===== config.mk =====
export PLATFORM = sky130hd
export DESIGN_NAME = life_generation_step_top
export DESIGN_NICKNAME = d
export VERILOG_FILES = /design/src/lgs_pkg.sv /design/src/lgs_cell.sv /design/src/lgs_window.sv /design/src/life_generation_step_top.sv
export SDC_FILE = /design/constraint.sdc
export NUM_CORES = 1
export LEC_CHECK = 0
export BUFFER_PORTS_ARGS = -buffer_cell sky130_fd_sc_hd__buf_2
export CORE_ASPECT_RATIO = 0.8
export CORE_MARGIN = 5
export CORE_UTILIZATION = 30
export DETAILED_ROUTE_END_ITERATION = 12
export GPL_TIMING_DRIVEN = 0
export PLACE_DENSITY = 0.45
export SLEW_MARGIN = 40
export SYNTH_ARGS = -nofsm -noshare
export SYNTH_HDL_FRONTEND = slang
export SYNTH_SLANG_ARGS = --single-unit

===== constraint.sdc =====
create_clock -name clk_i -period 46.6 [get_ports clk_i]
set_input_delay 4.66 -clock clk_i [delete_from_list [all_inputs] [get_ports clk_i]]
set_output_delay 4.66 -clock clk_i [all_outputs]
set_load 0.02 [all_outputs]

===== src/lgs_pkg.sv =====
// Package for the Life generation step block: shared types, constants and codes.
// Used by lgs_cell, lgs_window and the top level; depends on nothing.
`timescale 1ns / 1ps

package lgs_pkg;

  // Default size limits of the grid.
  localparam int unsigned MAX_WIDTH_DEF  = 256;
  localparam int unsigned MAX_HEIGHT_DEF = 1024;

  // Configuration register widths and reset values.
  localparam int unsigned GRID_WIDTH_BITS   = 9;
  localparam int unsigned GRID_HEIGHT_BITS  = 11;
  localparam int unsigned GRID_WIDTH_RESET  = 200;
  localparam int unsigned GRID_HEIGHT_RESET = 200;

  // Stream and register bus widths.
  localparam int unsigned TDATA_BITS = 8;
  localparam int unsigned APB_DATA_BITS = 32;
  localparam int unsigned APB_ADDR_BITS = 3;

  // Register index codes, taken from paddr[2].
  typedef enum logic {
    REG_GRID_WIDTH  = 1'b0,
    REG_GRID_HEIGHT = 1'b1
  } reg_idx_e;

  // One column entry of the line stores: the cell two rows up and one row up.
  typedef struct packed {
    logic upper;
    logic middle;
  } pair_t;

  // Control from the top level to the 3x3 window.
  typedef struct packed {
    logic shift;      // take the new column
    logic clear;      // restart the frame
    logic col_ge1;    // input column at least 1
    logic col_ge2;    // input column at least 2
    logic width_ge2;  // grid at least two cells wide
  } win_ctrl_t;

endpackage


===== src/lgs_cell.sv =====
// One cell of the line store chain: holds the upper and middle bits of one column.
// Depends on lgs_pkg for the pair type.
`timescale 1ns / 1ps

module lgs_cell (
  input  logic          clk_i,
  input  logic          en_i,
  input  logic          head_i,
  input  lgs_pkg::pair_t push_i,
  input  lgs_pkg::pair_t prev_i,
  output lgs_pkg::pair_t q_o
);
  import lgs_pkg::*;

  pair_t cell_q;
  pair_t cell_d;

  // The head cell takes the new entry; every other cell takes its left neighbor.
  always_comb begin
    cell_d = head_i ? push_i : prev_i;
  end

  always_ff @(posedge clk_i) begin
    if (en_i) begin
      cell_q <= cell_d;
    end
  end

  assign q_o = cell_q;

endmodule


===== src/lgs_window.sv =====
// The 3x3 window of the Life step: two stored columns, neighbor count and rule.
// Depends on lgs_pkg for the control struct.
`timescale 1ns / 1ps

module lgs_window (
  input  logic              clk_i,
  input  logic              rst_ni,
  input  lgs_pkg::win_ctrl_t ctrl_i,
  input  logic [2:0]        newcol_i,
  output logic              next_alive_o
);
  import lgs_pkg::*;

  logic [5:0] win_q;
  logic [5:0] win_d;
  logic [2:0] older;
  logic [2:0] newer;
  logic [3:0] side_cnt;
  logic [3:0] ncount;

  function automatic logic [3:0] count3(input logic [2:0] col);
    count3 = {3'b000, col[0]} + {3'b000, col[1]} + {3'b000, col[2]};
  endfunction

  assign older = win_q[5:3];
  assign newer = win_q[2:0];

  // Neighbors: the center column without its center, plus the side columns present.
  always_comb begin
    if (ctrl_i.col_ge1) begin
      side_cnt = count3(newcol_i) + (ctrl_i.col_ge2 ? count3(older) : 4'd0);
    end else begin
      side_cnt = ctrl_i.width_ge2 ? count3(older) : 4'd0;
    end
    ncount = count3(newer & 3'b101) + side_cnt;
  end

  // Birth on three, survival on two or three.
  always_comb begin
    if (newer[1]) begin
      next_alive_o = (ncount == 4'd2) || (ncount == 4'd3);
    end else begin
      next_alive_o = (ncount == 4'd3);
    end
  end

  // Window shift; a frame restart wins over the shift.
  always_comb begin
    win_d = win_q;
    if (ctrl_i.clear) begin
      win_d = '0;
    end else if (ctrl_i.shift) begin
      win_d = {newer, newcol_i};
    end
  end

  always_ff @(posedge clk_i or negedge rst_ni) begin
    if (!rst_ni) begin
      win_q <= '0;
    end else begin
      win_q <= win_d;
    end
  end

endmodule


===== src/life_generation_step_top.sv =====
// Top level of the Life generation step: counters, line store chain, window, output.
// Depends on lgs_pkg, lgs_cell and lgs_window.
// Throughput: one item per cycle while no result stalls; the output register frees
// itself as it is taken. The result for a cell comes with the item grid_width + 1
// places later and shows on the output in the cycle after that item is accepted.
// Reset clears counters, window and output valid, and sets both sizes to 200.
`timescale 1ns / 1ps

module life_generation_step_top #(
  parameter int unsigned MAX_WIDTH  = lgs_pkg::MAX_WIDTH_DEF,
  parameter int unsigned MAX_HEIGHT = lgs_pkg::MAX_HEIGHT_DEF
) (
  input  logic        clk_i,
  input  logic        rst_ni,
  // Input stream.
  input  logic        s_axis_tvalid,
  output logic        s_axis_tready,
  input  logic [7:0]  s_axis_tdata,   // bit 0: cell_alive, bits 7:1 zero
  input  logic        s_axis_tuser,   // bit 0: kind
  // Result stream.
  output logic        m_axis_tvalid,
  input  logic        m_axis_tready,
  output logic [7:0]  m_axis_tdata,   // bit 0: next_alive, bits 7:1 zero
  output logic        m_axis_tlast,   // frame_last
  // Configuration port.
  input  logic        psel,
  input  logic        penable,
  input  logic        pwrite,
  input  logic [2:0]  paddr,
  input  logic [31:0] pwdata,
  output logic [31:0] prdata,
  output logic        pready
);
  import lgs_pkg::*;

  localparam int unsigned CW   = $clog2(MAX_WIDTH);
  localparam int unsigned WW   = $clog2(MAX_WIDTH + 1);
  localparam int unsigned HW   = $clog2(MAX_HEIGHT + 1);
  localparam int unsigned RW   = $clog2(MAX_HEIGHT + 2);
  localparam int unsigned WCMP = (WW > GRID_WIDTH_BITS) ? WW : GRID_WIDTH_BITS;
  localparam int unsigned HCMP = (HW > GRID_HEIGHT_BITS) ? HW : GRID_HEIGHT_BITS;

  // Configuration registers, held as written.
  logic [GRID_WIDTH_BITS-1:0]  width_raw_q;
  logic [GRID_HEIGHT_BITS-1:0] height_raw_q;
  logic                        cfg_wr;
  reg_idx_e                    cfg_idx;

  // Effective sizes.
  logic [WCMP-1:0] width_ext;
  logic [HCMP-1:0] height_ext;
  logic [WW-1:0]   width_eff;
  logic [HW-1:0]   height_eff;
  logic [CW-1:0]   head_idx;

  // Position counters.
  logic [CW-1:0] col_q, col_d;
  logic [RW-1:0] row_q, row_d;

  // Item datapath.
  logic      accept;
  logic      flush;
  logic      ignore;
  logic      shift;
  logic      cell_v;
  logic      up_bit;
  logic      mid_bit;
  logic [2:0] newcol;
  logic      emit;
  logic      frame_last;
  logic      restart;
  logic      col_wrap;
  logic      next_alive;
  pair_t     push;
  pair_t     tail;
  win_ctrl_t win_ctrl;

  // Output register.
  logic out_valid_q, out_valid_d;
  logic out_data_q;
  logic out_last_q;

  // APB access: always ready, write on the access phase.
  assign pready  = 1'b1;
  assign cfg_wr  = psel && penable && pwrite;
  assign cfg_idx = reg_idx_e'(paddr[2]);

  always_comb begin
    case (cfg_idx)
      REG_GRID_WIDTH:  prdata = 32'(width_raw_q);
      REG_GRID_HEIGHT: prdata = 32'(height_raw_q);
      default:         prdata = '0;
    endcase
  end

  always_ff @(posedge clk_i or negedge rst_ni) begin
    if (!rst_ni) begin
      width_raw_q  <= GRID_WIDTH_BITS'(GRID_WIDTH_RESET);
      height_raw_q <= GRID_HEIGHT_BITS'(GRID_HEIGHT_RESET);
    end else if (cfg_wr) begin
      case (cfg_idx)
        REG_GRID_WIDTH:  width_raw_q  <= pwdata[GRID_WIDTH_BITS-1:0];
        REG_GRID_HEIGHT: height_raw_q <= pwdata[GRID_HEIGHT_BITS-1:0];
        default: ;
      endcase
    end
  end

  // A size of zero counts as one; a size above the limit counts as the limit.
  always_comb begin
    width_ext  = WCMP'(width_raw_q);
    height_ext = HCMP'(height_raw_q);
    if (width_ext == '0) begin
      width_eff = WW'(1);
    end else if (width_ext > WCMP'(MAX_WIDTH)) begin
      width_eff = WW'(MAX_WIDTH);
    end else begin
      width_eff = WW'(width_ext);
    end
    if (height_ext == '0) begin
      height_eff = HW'(1);
    end else if (height_ext > HCMP'(MAX_HEIGHT)) begin
      height_eff = HW'(MAX_HEIGHT);
    end else begin
      height_eff = HW'(height_ext);
    end
  end

  // The chain holds the last grid_width entries; it starts at this cell.
  assign head_idx = CW'(WW'(MAX_WIDTH) - width_eff);

  // Handshake: a new item is taken whenever the output register can move on.
  assign s_axis_tready = !out_valid_q || m_axis_tready;
  assign accept        = s_axis_tvalid && s_axis_tready;

  // Item decode. A flush before any cell of the frame is dropped.
  assign flush   = s_axis_tuser;
  assign ignore  = flush && (col_q == '0) && (row_q == '0);
  assign shift   = accept && !ignore;
  assign cell_v  = !flush && (row_q < RW'(height_eff)) && s_axis_tdata[0];
  assign up_bit  = (row_q >= RW'(2)) && tail.upper;
  assign mid_bit = (row_q >= RW'(1)) && tail.middle;
  assign newcol  = {cell_v, mid_bit, up_bit};
  assign push    = '{upper: mid_bit, middle: cell_v};

  // The result for the grid's final cell comes with column zero two rows past it.
  assign emit       = (col_q != '0) ? (row_q >= RW'(1)) : (row_q >= RW'(2));
  assign frame_last = (col_q == '0) && (row_q == RW'(height_eff) + RW'(1));
  assign restart    = shift && emit && frame_last;
  assign col_wrap   = (WW'(col_q) + WW'(1)) >= width_eff;

  // Position counters, cleared at the end of a frame or on a register write.
  always_comb begin
    col_d = col_q;
    row_d = row_q;
    if (cfg_wr || restart) begin
      col_d = '0;
      row_d = '0;
    end else if (shift) begin
      if (col_wrap) begin
        col_d = '0;
        row_d = row_q + RW'(1);
      end else begin
        col_d = col_q + CW'(1);
      end
    end
  end

  always_ff @(posedge clk_i or negedge rst_ni) begin
    if (!rst_ni) begin
      col_q <= '0;
      row_q <= '0;
    end else begin
      col_q <= col_d;
      row_q <= row_d;
    end
  end

  // Line store chain: one cell per column, shifting once per item that is not dropped.
  pair_t chain [MAX_WIDTH];

  for (genvar k = 0; k < MAX_WIDTH; k++) begin : g_chain
    if (k == 0) begin : g_first
      lgs_cell u_cell (
        .clk_i  (clk_i),
        .en_i   (shift),
        .head_i (head_idx == CW'(k)),
        .push_i (push),
        .prev_i (push),
        .q_o    (chain[k])
      );
    end else begin : g_rest
      lgs_cell u_cell (
        .clk_i  (clk_i),
        .en_i   (shift),
        .head_i (head_idx == CW'(k)),
        .push_i (push),
        .prev_i (chain[k-1]),
        .q_o    (chain[k])
      );
    end
  end

  assign tail = chain[MAX_WIDTH-1];

  // Window and rule.
  always_comb begin
    win_ctrl.shift     = shift;
    win_ctrl.clear     = cfg_wr || restart;
    win_ctrl.col_ge1   = (col_q >= CW'(1));
    win_ctrl.col_ge2   = (col_q >= CW'(2));
    win_ctrl.width_ge2 = (width_eff >= WW'(2));
  end

  lgs_window u_window (
    .clk_i        (clk_i),
    .rst_ni       (rst_ni),
    .ctrl_i       (win_ctrl),
    .newcol_i     (newcol),
    .next_alive_o (next_alive)
  );

  // Output register: loads a result item, drops valid once it is taken.
  always_comb begin
    out_valid_d = out_valid_q;
    if (shift && emit) begin
      out_valid_d = 1'b1;
    end else if (m_axis_tready) begin
      out_valid_d = 1'b0;
    end
  end

  always_ff @(posedge clk_i or negedge rst_ni) begin
    if (!rst_ni) begin
      out_valid_q <= 1'b0;
    end else begin
      out_valid_q <= out_valid_d;
    end
  end

  always_ff @(posedge clk_i) begin
    if (shift && emit) begin
      out_data_q <= next_alive;
      out_last_q <= frame_last;
    end
  end

  assign m_axis_tvalid = out_valid_q;
  assign m_axis_tdata  = {7'b0000000, out_data_q};
  assign m_axis_tlast  = out_last_q;

endmodule


==> metrics.cfg, run 1 <==
[run_status]
outcome = finished, final reports clean

[clock_tree]
clock_sinks = 560
cts_root_buffer = clkbuf_16
clkTransAtPathRegs_ns = 0.05
numCtsBuffers = 61
ctsHoldBuffers = 0
post-cts-setup-buffer-count = 0
cts-resized-gates = 0
cts.path.max_buffers = 3
cts_tree = yes
htree_levels = 2
insertion_delay_ns = 0.64

[layout]
final_util_pct = 35.03
antenna_cells = 0
fillers = 8475
drive_gt1_share_pct = 36.23
area_growth_pct = 15.35
final_nets = 2121

[drt]
firstDrtPassIters = 5
via_count = 15742
drcViolationCount = 0
viasPerCell = 4.811
wl_um = 68800
drtAntennaViolNets = 0
drtIter0Drc = 1199
routedWlPerCell_um = 21.03

[critical_path]
r2r_cells = 19
r2r_slack_ns = 41.47
regToRegStartpoint = height_ext[10]
worstSetupStartpointType = input pin
cp-end-kind = primary output
crit_type = in -> out
reg2reg_to = out_data_q
worst-path-max-fanout = 10
worst_ep_arrival_time_ns = 5.87
cp.required_ns = 41.94

[timing]
setup_viol = 0
worstMarginPinSlew_ns = 0.8726
fin_setup_tns_ns = 0
finalHoldViolations = 0
fin_skew_ns = 0.02705
fmax_mhz = 94.99
layout_min_cycle_time_ns = 10.53
layout_worst_path_cycle_share_pct = 22.59
rsz0062_at_grt = false
slew_headroom_pct = 41.67
finalMaxSlewViolations = 0

[synth]
synth-async-reset-ratio_pct = 8.214
syn_inst = 1889
yosysWarnings = 0
ys_seq_area_share_pct = 62.09
yosys-top-cells-count = mux2_2, edfxtp_1, nor2_1, nand2_1, clkbuf_1
synth_most_common_cell = mux2_2
synth_edf_count = 514
synth_top_area_share_pct = 57.76
avgSynthCellArea_um2 = 14.15
synthFlopType = edfxtp_1
ys_types = 63
syn-cell-area_um2 = 26720
synth_top_area_cell = edfxtp_1
ys_top_cells_by_area = edfxtp_1, mux2_2, dfrtp_1
yosys_register_bits = 560

[die]
die-area_um2 = 95190
die_h_um = 277.0
start_util_pct = 30.37
die_w_um = 343.7
core_um2 = 87990
io_pins = 95
rows = 97

[flow_run]
cap_violations = 0

[place]
portBuffers = 34
hpwl_um = 44940
gp_congestion = 0.7652

[global_route]
grt_pass1_wl_um = 104100
overflow = 0
grt_max_degree = 47
track_usage_pct = 14.22
grt_pass1_vias = 16127
antenna_found_initial = 4

[hold_path]
holdPathStages = 2
worstHoldStart = m_axis_tvalid
hold_path_end = m_axis_tvalid
hold_path_class = reg -> reg

[pwr]
p_leak_nw = 10.45
p_per_area_nw_per_um2 = 50.78
vdd_drop_max_uv = 30.59

## power by group
group	internal [mW]	switching, mW	total [mW]
clock	0.265	0.203	0.467
combinational	0.132	0.229	0.361
sequential	0.702	0.0356	0.738
## worst max path at each step
stage / from / endpoint / cells past startpoint
global placement: m_axis_tready / row_q[9] / 10
detailed placement: paddr[2] / prdata[7] / 4
floorplan: m_axis_tready / row_q[9] / 9
global route: paddr[2] / prdata[7] / 4
finish: paddr[2] / prdata[7] / 4
CTS: paddr[2] / prdata[7] / 4
## cell usage in the layout, fill, tap and decap left out, types with 12 or more instances in the layout
cell type / count
clkbuf_16: 62
a21oi_1: 20
buf_12: 14
ha_1: 33
mux2_2: 517
nand2b_1: 12
nand3_1: 33
nand2_1: 172
buf_4: 33
clkbuf_1: 101
xnor2_1: 18
buf_2: 52
conb_1: 29
nor2_2: 22
o21ai_0: 35
nor2b_1: 12
dfrtp_1: 40
clkinv_1: 18
nor2_1: 163
inv_1: 23
edfxtp_1: 514
xor2_1: 14
## per-stage QoR
step	worst slack [ns]	hold slack [ns]	total power, mW	instance area (um2)	std cells
floorplan	25.23	0.4963	1.032	26830	1916
global placement	18.28	0.5045	1.180	28480	3138
detailed placement	36.10	0.5094	1.110	28920	3158
CTS	36.09	0.5235	1.588	30810	3272
global route	36.01	0.5446	1.651	30830	3272
finish	36.07	0.5178	1.566	30830	3272
## registers in the layout (all words and copies together), names as in the netlist
signal                      cells
width_ext                       9
u_window.win_q                  6
g_chain.g_first.u_cell.q_o      2
height_ext                     11
m_axis_tlast                    1
m_axis_tvalid                   1
col_q                           8
out_data_q                      1
g_chain.g_rest.u_cell.q_o     510
row_q                          11
## cell families (layout without fill, tap and decap cells)
kind of cell / Yosys count / count (layout) / synth area share (%)
multiplexers: 520 / 520 / 21.90
buffers and inverters: 158 / 326 / 2.729
other: 2 / 29 / 0.02810
adder cells (fa/ha/maj): 37 / 37 / 1.845
XOR/XNOR: 33 / 33 / 1.133
AO/OA/AOI/OAI: 90 / 90 / 2.144
AND/OR/NAND/NOR: 489 / 489 / 8.132
flip-flops: 560 / 560 / 62.09
## per-layer routing
metal / part of all wire, % / global-route usage [%] / routed length, um
met1: 50 / 21.52 / 34200
met4: 1.8 / 3.290 / 1233
met5: 0 / 0 / 0
met2: 44 / 21.28 / 30130
met3: 4.7 / 2.366 / 3235
## final cells by class
type / instances / area (um2) / area share [%]
Tap cell: 1188 / 1486 / 4.822
Clock inverter: 36 / 277.8 / 0.9010
Inverter: 24 / 90.09 / 0.2922
Clock buffer: 78 / 1612 / 5.228
Buffer: 134 / 643.1 / 2.086
Sequential cell: 560 / 16590 / 53.83
Timing Repair Buffer: 54 / 498.0 / 1.615
Multi-Input combinational cell: 1198 / 9627 / 31.23
## critical path: stages
cell	delay, ns
clkbuf_1	0.29
clkbuf_1	0.37
mux2_2	0.39
buf_2	0.16
Note: power is estimated with default switching activity, not from simulation.
==> run 2, diff against run 1 <==
--- a/config.mk
+++ b/config.mk
@@ -11,7 +11,7 @@
 export CORE_UTILIZATION = 30
 export DETAILED_ROUTE_END_ITERATION = 12
 export GPL_TIMING_DRIVEN = 0
-export PLACE_DENSITY = 0.45
+export PLACE_DENSITY = 0.46
 export SLEW_MARGIN = 40
 export SYNTH_ARGS = -nofsm -noshare
 export SYNTH_HDL_FRONTEND = slang
==> constraint.sdc (replaced) <==
create_clock -name clk_i -period 8.7 [get_ports clk_i]
set_input_delay 0.87 -clock clk_i [delete_from_list [all_inputs] [get_ports clk_i]]
set_output_delay 0.87 -clock clk_i [all_outputs]
set_load 0.02 [all_outputs]
==> metrics.cfg, run 2 (synthesis gave the netlist of run 1 again) <==
[layout]
final_common_cell = mux2_2  ; unchanged
final_cell_mix = mux2_2, edfxtp_1, nand2_1  ; unchanged
seq_area_um2 = 16590  ; unchanged
drive_gt1_share_pct = 35.60  ; was 36.23%
final_cells = 3258  ; was 3272
multi_input_area_um2 = 9607  ; was 9627 um2
largest_reg_flops = 510  ; unchanged
area_growth_pct = 14.43  ; was 15.35%
final_nets = 2110  ; was 2121
antenna_cells = 0  ; unchanged
fillers = 8499  ; was 8475

[place]
place_inst = 3148  ; was 3158
hpwl_um = 43490  ; was 44940 um
portBuffers = 34  ; unchanged
gp_congestion = 0.7634  ; was 0.7652

[timing]
slew_headroom_pct = 41.83  ; was 41.67%
worstMarginPinSlew_ns = 0.8716  ; was 0.8726 ns
setup_viol = 0  ; unchanged
layout_min_cycle_time_ns = 5.244
fin_setup_tns_ns = 0  ; unchanged
finalMaxSlewViolations = 0  ; unchanged
layout_worst_path_cycle_share_pct = 60.27
whs_ns = 0.2582  ; was 0.5178 ns
fin_skew_ns = 0.02258  ; was 0.02705 ns
fmax_mhz = 190.7
finalHoldViolations = 0  ; unchanged
rsz0062_at_grt = false  ; unchanged

[global_route]
grt_pass1_wl_um = 102000  ; was 104100 um
antenna_found_initial = 3  ; was 4
grt_max_degree = 117  ; was 47
track_usage_pct = 13.97  ; was 14.22%
overflow = 0  ; unchanged
grt_pass1_vias = 15925  ; was 16127

[critical_path]
worst-path-max-fanout = 10  ; unchanged
worstSetupStartpointType = register  ; was input pin
cp.required_ns = 9.20  ; was 41.94 ns
cp-end-kind = register  ; was primary output
worst_ep_arrival_time_ns = 5.75  ; was 5.87 ns
crit_type = reg -> reg  ; was in -> out

[clock_tree]
cts_root_buffer = clkbuf_16  ; unchanged
htree_levels = 2  ; unchanged
clock_sinks = 560  ; unchanged
insertion_delay_ns = 0.64  ; about the same
numCtsBuffers = 60  ; was 61
cts_tree = yes  ; unchanged
ctsHoldBuffers = 0  ; unchanged
cts.path.max_buffers = 3  ; unchanged
clkTransAtPathRegs_ns = 0.06  ; was 0.05 ns
cts-resized-gates = 0  ; unchanged
post-cts-setup-buffer-count = 0  ; unchanged

[drt]
wl_um = 67530  ; was 68800 um
drtIter0Drc = 1235  ; was 1199
drcViolationCount = 0  ; unchanged
drtAntennaViolNets = 0  ; unchanged
via_count = 15513  ; was 15742
firstDrtPassIters = 4  ; was 5
routedWlPerCell_um = 20.73  ; was 21.03 um
viasPerCell = 4.762  ; was 4.811

[die]
die-area_um2 = 95190  ; unchanged
die_w_um = 343.7  ; unchanged
core_um2 = 87990  ; unchanged
io_pins = 95  ; unchanged
rows = 97  ; unchanged
die_h_um = 277.0  ; unchanged
start_util_pct = 30.37  ; unchanged

[flow_run]
cap_violations = 0  ; unchanged

[hold_path]
hold_path_class = in -> async  ; was reg -> reg

[pwr]
p_per_area_nw_per_um2 = 270.0  ; was 50.78 nW/um2
p_leak_nw = 10.35  ; was 10.45 nW
vdd_drop_max_uv = 166.6  ; was 30.59 uV

[run_status]
outcome = finished, final reports clean  ; unchanged

-- run 2: critical path, stage by stage, from the launching register on --
cell and delay [ns]:
dfrtp_1 0.44, clkbuf_1 0.38, inv_1 0.21, nand2_1 0.14, ha_1 0.23, nor2b_1 0.13
o21a_1 0.16, o21ai_0 0.16, a21oi_1 0.11, a21oi_1 0.39, inv_1 0.30, clkbuf_1 0.37
fa_1 0.52, fa_1 0.43, o21ai_0 0.36, ha_1 0.31, a21oi_1 0.13, nand3_1 0.08
o21ai_0 0.08, o211a_1 0.17
-- run 2: cell type report --
cell class | instances | share of cell area, %
well taps | 1188 | 4.861
repair buffers | 44 | 1.047
plain buffers | 134 | 2.160
multi-input cells | 1198 | 31.41
inverters | 24 | 0.2946
flip-flops and latches | 560 | 54.26
clock buffers | 83 | 5.462
clock inverters | 27 | 0.5032
-- run 2: path summary, 6_finish.rpt --
path | to | depth (start not counted) | startpoint | slack [ns]
worst max register to register | out_data_q | 19 | height_ext[10] | 3.46
worst min register to register | m_axis_tvalid | 2 | m_axis_tvalid | 0.51
worst min-delay path | row_q[8] | 1 | rst_ni | 0.26
max in group asynchronous | u_window.win_q[0] | 1 | rst_ni | 8.01
worst max-delay path | out_data_q | 19 | height_ext[10] | 3.46
min in group clk_i | height_ext[9] | 2 | pwdata[9] | 0.48
-- run 2: through the flow --
stage | util [%] | cell area [um2] | worst slack (ns) | power (mW)
floorplan | - | 26830 | 2.385 | 5.266
global placement | 32.37 | 28490 | 0.5939 | 5.943
detailed placement | 32.68 | 28750 | 3.439 | 5.893
CTS | 34.75 | 30580 | 3.411 | 8.379
global route | 34.76 | 30580 | 3.030 | 8.700
finish | 34.76 | 30580 | 3.456 | 8.257
-- run 2: power breakdown --
part / internal [mW] / switching (mW) / leakage, nW
Sequential: 3.77 / 0.190 / 5.50
Clock: 1.36 / 1.07 / 0.895
Combinational: 0.669 / 1.20 / 3.96
Total: 5.80 / 2.46 / 10.4
-- run 2: routing by layer --
layer  vias up  track usage, %  routed length, um
li1       7199               -                  -
met1      7923           20.79              33290
met2       307           21.38              29920
met3        82           2.263               2995
met4         2           3.226               1297
met5         -               0                 18
==> run 3, diff against run 2 <==
--- a/config.mk
+++ b/config.mk
@@ -5,13 +5,14 @@
 export SDC_FILE = /design/constraint.sdc
 export NUM_CORES = 1
 export LEC_CHECK = 0
+export ABC_AREA = 1
 export BUFFER_PORTS_ARGS = -buffer_cell sky130_fd_sc_hd__buf_2
 export CORE_ASPECT_RATIO = 0.8
 export CORE_MARGIN = 5
 export CORE_UTILIZATION = 30
 export DETAILED_ROUTE_END_ITERATION = 12
 export GPL_TIMING_DRIVEN = 0
-export PLACE_DENSITY = 0.46
+export PLACE_DENSITY = 0.45
 export SLEW_MARGIN = 40
 export SYNTH_ARGS = -nofsm -noshare
 export SYNTH_HDL_FRONTEND = slang
==> constraint.sdc (replaced) <==
create_clock -name clk_i -period 5.45 [get_ports clk_i]
set_input_delay 0.545 -clock clk_i [delete_from_list [all_inputs] [get_ports clk_i]]
set_output_delay 0.545 -clock clk_i [all_outputs]
set_load 0.02 [all_outputs]
==> metrics.cfg, run 3 <==
[timing]
slew_headroom_pct = 43.48  ; was 41.83%
fin_skew_ns = 0.02045  ; was 0.02258 ns
fin_setup_tns_ns = 0  ; unchanged
finalMaxSlewViolations = 0  ; unchanged
layout_min_cycle_time_ns = 5.105  ; was 5.244 ns
setup_viol = 0  ; unchanged
rsz0062_at_grt = false  ; unchanged
worstMarginPinSlew_ns = 0.8426  ; was 0.8716 ns
finalHoldViolations = 0  ; unchanged
whs_ns = 0.1702  ; was 0.2582 ns
fmax_mhz = 195.9  ; was 190.7 MHz
layout_worst_path_cycle_share_pct = 93.66  ; was 60.27%
setup_ws_ns = 0.3453  ; was 3.456 ns

[drt]
top_layer = met4  ; was met5
wl_met3_um = 3368  ; was 2995 um
viasPerCell = 4.779  ; was 4.762
routedWlPerCell_um = 18.24  ; was 20.73 um
wl_met1_um = 35710  ; was 33290 um
drcViolationCount = 0  ; unchanged
via_count = 18525  ; was 15513
firstDrtPassIters = 5  ; was 4
drtAntennaViolNets = 0  ; unchanged
drtIter0Drc = 1533  ; was 1235
wl_um = 70700  ; was 67530 um
wl_met2_um = 30260  ; was 29920 um

[synth]
ys_top_cells_by_area = edfxtp_1, nand2_1, o21ai_0  ; was edfxtp_1, mux2_2, dfrtp_1
ys_seq_area_share_pct = 64.25  ; was 62.09%
synth_most_common_cell = nand2_1  ; was mux2_2
yosys-top-cells-count = nand2_1, edfxtp_1, o21ai_0, o21ai_1, nand3_1  ; was mux2_2, edfxtp_1, nor2_1, nand2_1, clkbuf_1
avgSynthCellArea_um2 = 10.12  ; was 14.15 um2
yosysWarnings = 0  ; unchanged
syn-cell-area_um2 = 25830  ; was 26720 um2
yosys_register_bits = 560  ; unchanged
synth_top_area_share_pct = 59.76  ; was 57.76%
synth-async-reset-ratio_pct = 8.214  ; unchanged
synth_top_area_cell = edfxtp_1  ; unchanged
synth_edf_count = 514  ; unchanged
syn_inst = 2552  ; was 1889
ys_types = 45  ; was 63
synthFlopType = edfxtp_1  ; unchanged

[global_route]
grt_pass1_wl_um = 106900  ; was 102000 um
grt_max_degree = 47  ; was 117
track_usage_pct = 15.05  ; was 13.97%
grt_pass1_vias = 17502  ; was 15925
overflow = 0  ; unchanged
antenna_found_initial = 2  ; was 3

[layout]
largest_reg_flops = 510  ; unchanged
drive_gt1_share_pct = 10.48  ; was 35.60%
final_area_um2 = 30020  ; was 30580 um2
area_growth_pct = 16.23  ; was 14.43%
final_nets = 2787  ; was 2110
final_cell_mix = nand2_1, edfxtp_1, o21ai_0  ; was mux2_2, edfxtp_1, nand2_1
final_common_cell = nand2_1  ; was mux2_2
antenna_cells = 0  ; unchanged
final_cells = 3876  ; was 3258
final_util_pct = 35.10  ; was 34.76%

[place]
gp_congestion = 0.7927  ; was 0.7634
place_inst = 3765  ; was 3148
portBuffers = 35  ; was 34
placed_area_um2 = 28130  ; was 28750 um2
hpwl_um = 46210  ; was 43490 um
place_ws_ns = -0.8286  ; was 3.439 ns

[clock_tree]
clock_sinks = 560  ; unchanged
clkTransAtPathRegs_ns = 0.07  ; was 0.06 ns
insertion_delay_ns = 0.64  ; about the same
cts_tree = yes  ; unchanged
numCtsBuffers = 59  ; was 60
cts.path.max_buffers = 3  ; unchanged
cts_root_buffer = clkbuf_16  ; unchanged
htree_levels = 2  ; unchanged

[die]
die_h_um = 272.4  ; was 277.0 um
die-area_um2 = 92090  ; was 95190 um2
die_w_um = 338.0  ; was 343.7 um
rows = 96  ; was 97
core_um2 = 85520  ; was 87990 um2
io_pins = 95  ; unchanged
start_util_pct = 30.20  ; was 30.37%

[critical_path]
worst_ep_arrival_time_ns = 5.54  ; was 5.75 ns
r2r_slack_ns = 0.35  ; was 3.46 ns
cp-end-kind = register  ; unchanged
crit_type = reg -> reg  ; unchanged
worstSetupStartpointType = register  ; unchanged
regToRegStartpoint = height_ext[0]  ; was height_ext[10]
r2r_cells = 17  ; was 19
worst-path-max-fanout = 19  ; was 10
reg2reg_to = out_data_q  ; unchanged
cp.required_ns = 5.88  ; was 9.20 ns

[hold_path]
hold_path_class = in -> reg  ; was in -> async
holdPathStages = 3
worstHoldStart = pwdata[7]
hold_path_end = width_ext[7]

[pwr]
p_per_area_nw_per_um2 = 467.7  ; was 270.0 nW/um2
p_leak_nw = 11.68  ; was 10.35 nW
vdd_drop_max_uv = 242.6  ; was 166.6 uV
finalPower_mw = 14.04  ; was 8.257 mW

[flow_run]
cap_violations = 0  ; unchanged

[run_status]
outcome = finished, final reports clean  ; unchanged

[run 3: cell count changes after synthesis, sizes merged, moves of 14 or more]
cell,change
xnor2,-14
clkinv,+17
nand2,+777
buf,+16
inv,+59
mux2,-517
nand3,+48
o21ai,+482
nor2,-112
[run 3: worst max path at each step]
| stage | from | endpoint | slack [ns] | depth (start not counted) |
|---|---|---|---|---|
| final | height_ext[0] | out_data_q | 0.35 | 17 |
| after global routing | height_ext[2] | out_data_q | 0.06 | 18 |
| after CTS | row_q[10] | out_data_q | 0.08 | 16 |
| after detailed placement | height_ext[2] | out_data_q | -0.83 | 19 |
| after global placement | col_q[6] | g_chain[176].g_rest.u_cell.q_o[1] | -7.61 | 8 |
| after floorplan | col_q[6] | g_chain[0].g_first.u_cell.q_o[0] | -3.66 | 8 |
[run 3: cell families (layout without fill, tap and decap cells)]
family                   after synthesis  in the layout  share of synthesized area (%)
AO/OA/AOI/OAI                        544            544                          10.68
XOR/XNOR                              22             22                         0.7461
adder cells (fa/ha/maj)               37             37                          1.909
buffers and inverters                238            408                          4.297
flip-flops                           560            560                          64.25
other                                  2             29                        0.02908
AND/OR/NAND/NOR                     1149           1149                          18.09
[run 3: worst max-delay path, stage by stage (launching register included)]
cell and delay [ns]:
dfrtp_1 0.49, nor2_1 0.15, nand3_1 0.11, o21ai_2 0.23, buf_2 0.27, nand2_1 0.15
ha_1 0.32, a21oi_1 0.13, o21ai_0 0.08, a221oi_1 0.35, nand3_2 0.18, clkbuf_4 0.37
fa_1 0.51, fa_1 0.48, o21ai_0 0.16, fa_1 0.54, o21ai_0 0.10, a211oi_2 0.30
[run 3: what timing repair did]
action | CTS | global route
hold buffers | 1 | 0
pin swaps | 1 | 0
setup buffers | 1 | 0
endpoints found under the setup margin | 1 | 1
gates resized for setup | 3 | 4
endpoints found under the hold margin | 40 | 0
[run 3: final cells by class]
| type | instances | area (um2) |
|---|---|---|
| inverter | 100 | 382.9 |
| clock inverter | 44 | 290.3 |
| fill | 8565 | 55510 |
| timing repair buffer | 61 | 755.7 |
| multi-input combinational | 1781 | 8260 |
| sequential | 560 | 16590 |
| buffer | 136 | 765.7 |
| tap | 1127 | 1410 |
| clock buffer | 67 | 1558 |
[run 3: layer usage]
| layer | up-vias | GRT usage, % |
|---|---|---|
| met5 | - | 0 |
| met4 | 0 | 3.595 |
| met3 | 98 | 2.156 |
| li1 | 9071 | - |
| met2 | 431 | 22.42 |
| met1 | 8925 | 23.05 |
[run 3: power breakdown]
| group | internal (mW) | switching (mW) | total, mW |
|---|---|---|---|
| clock network | 2.14 | 1.78 | 3.92 |
| registers | 6.04 | 0.370 | 6.40 |
| logic | 1.10 | 2.61 | 3.71 |
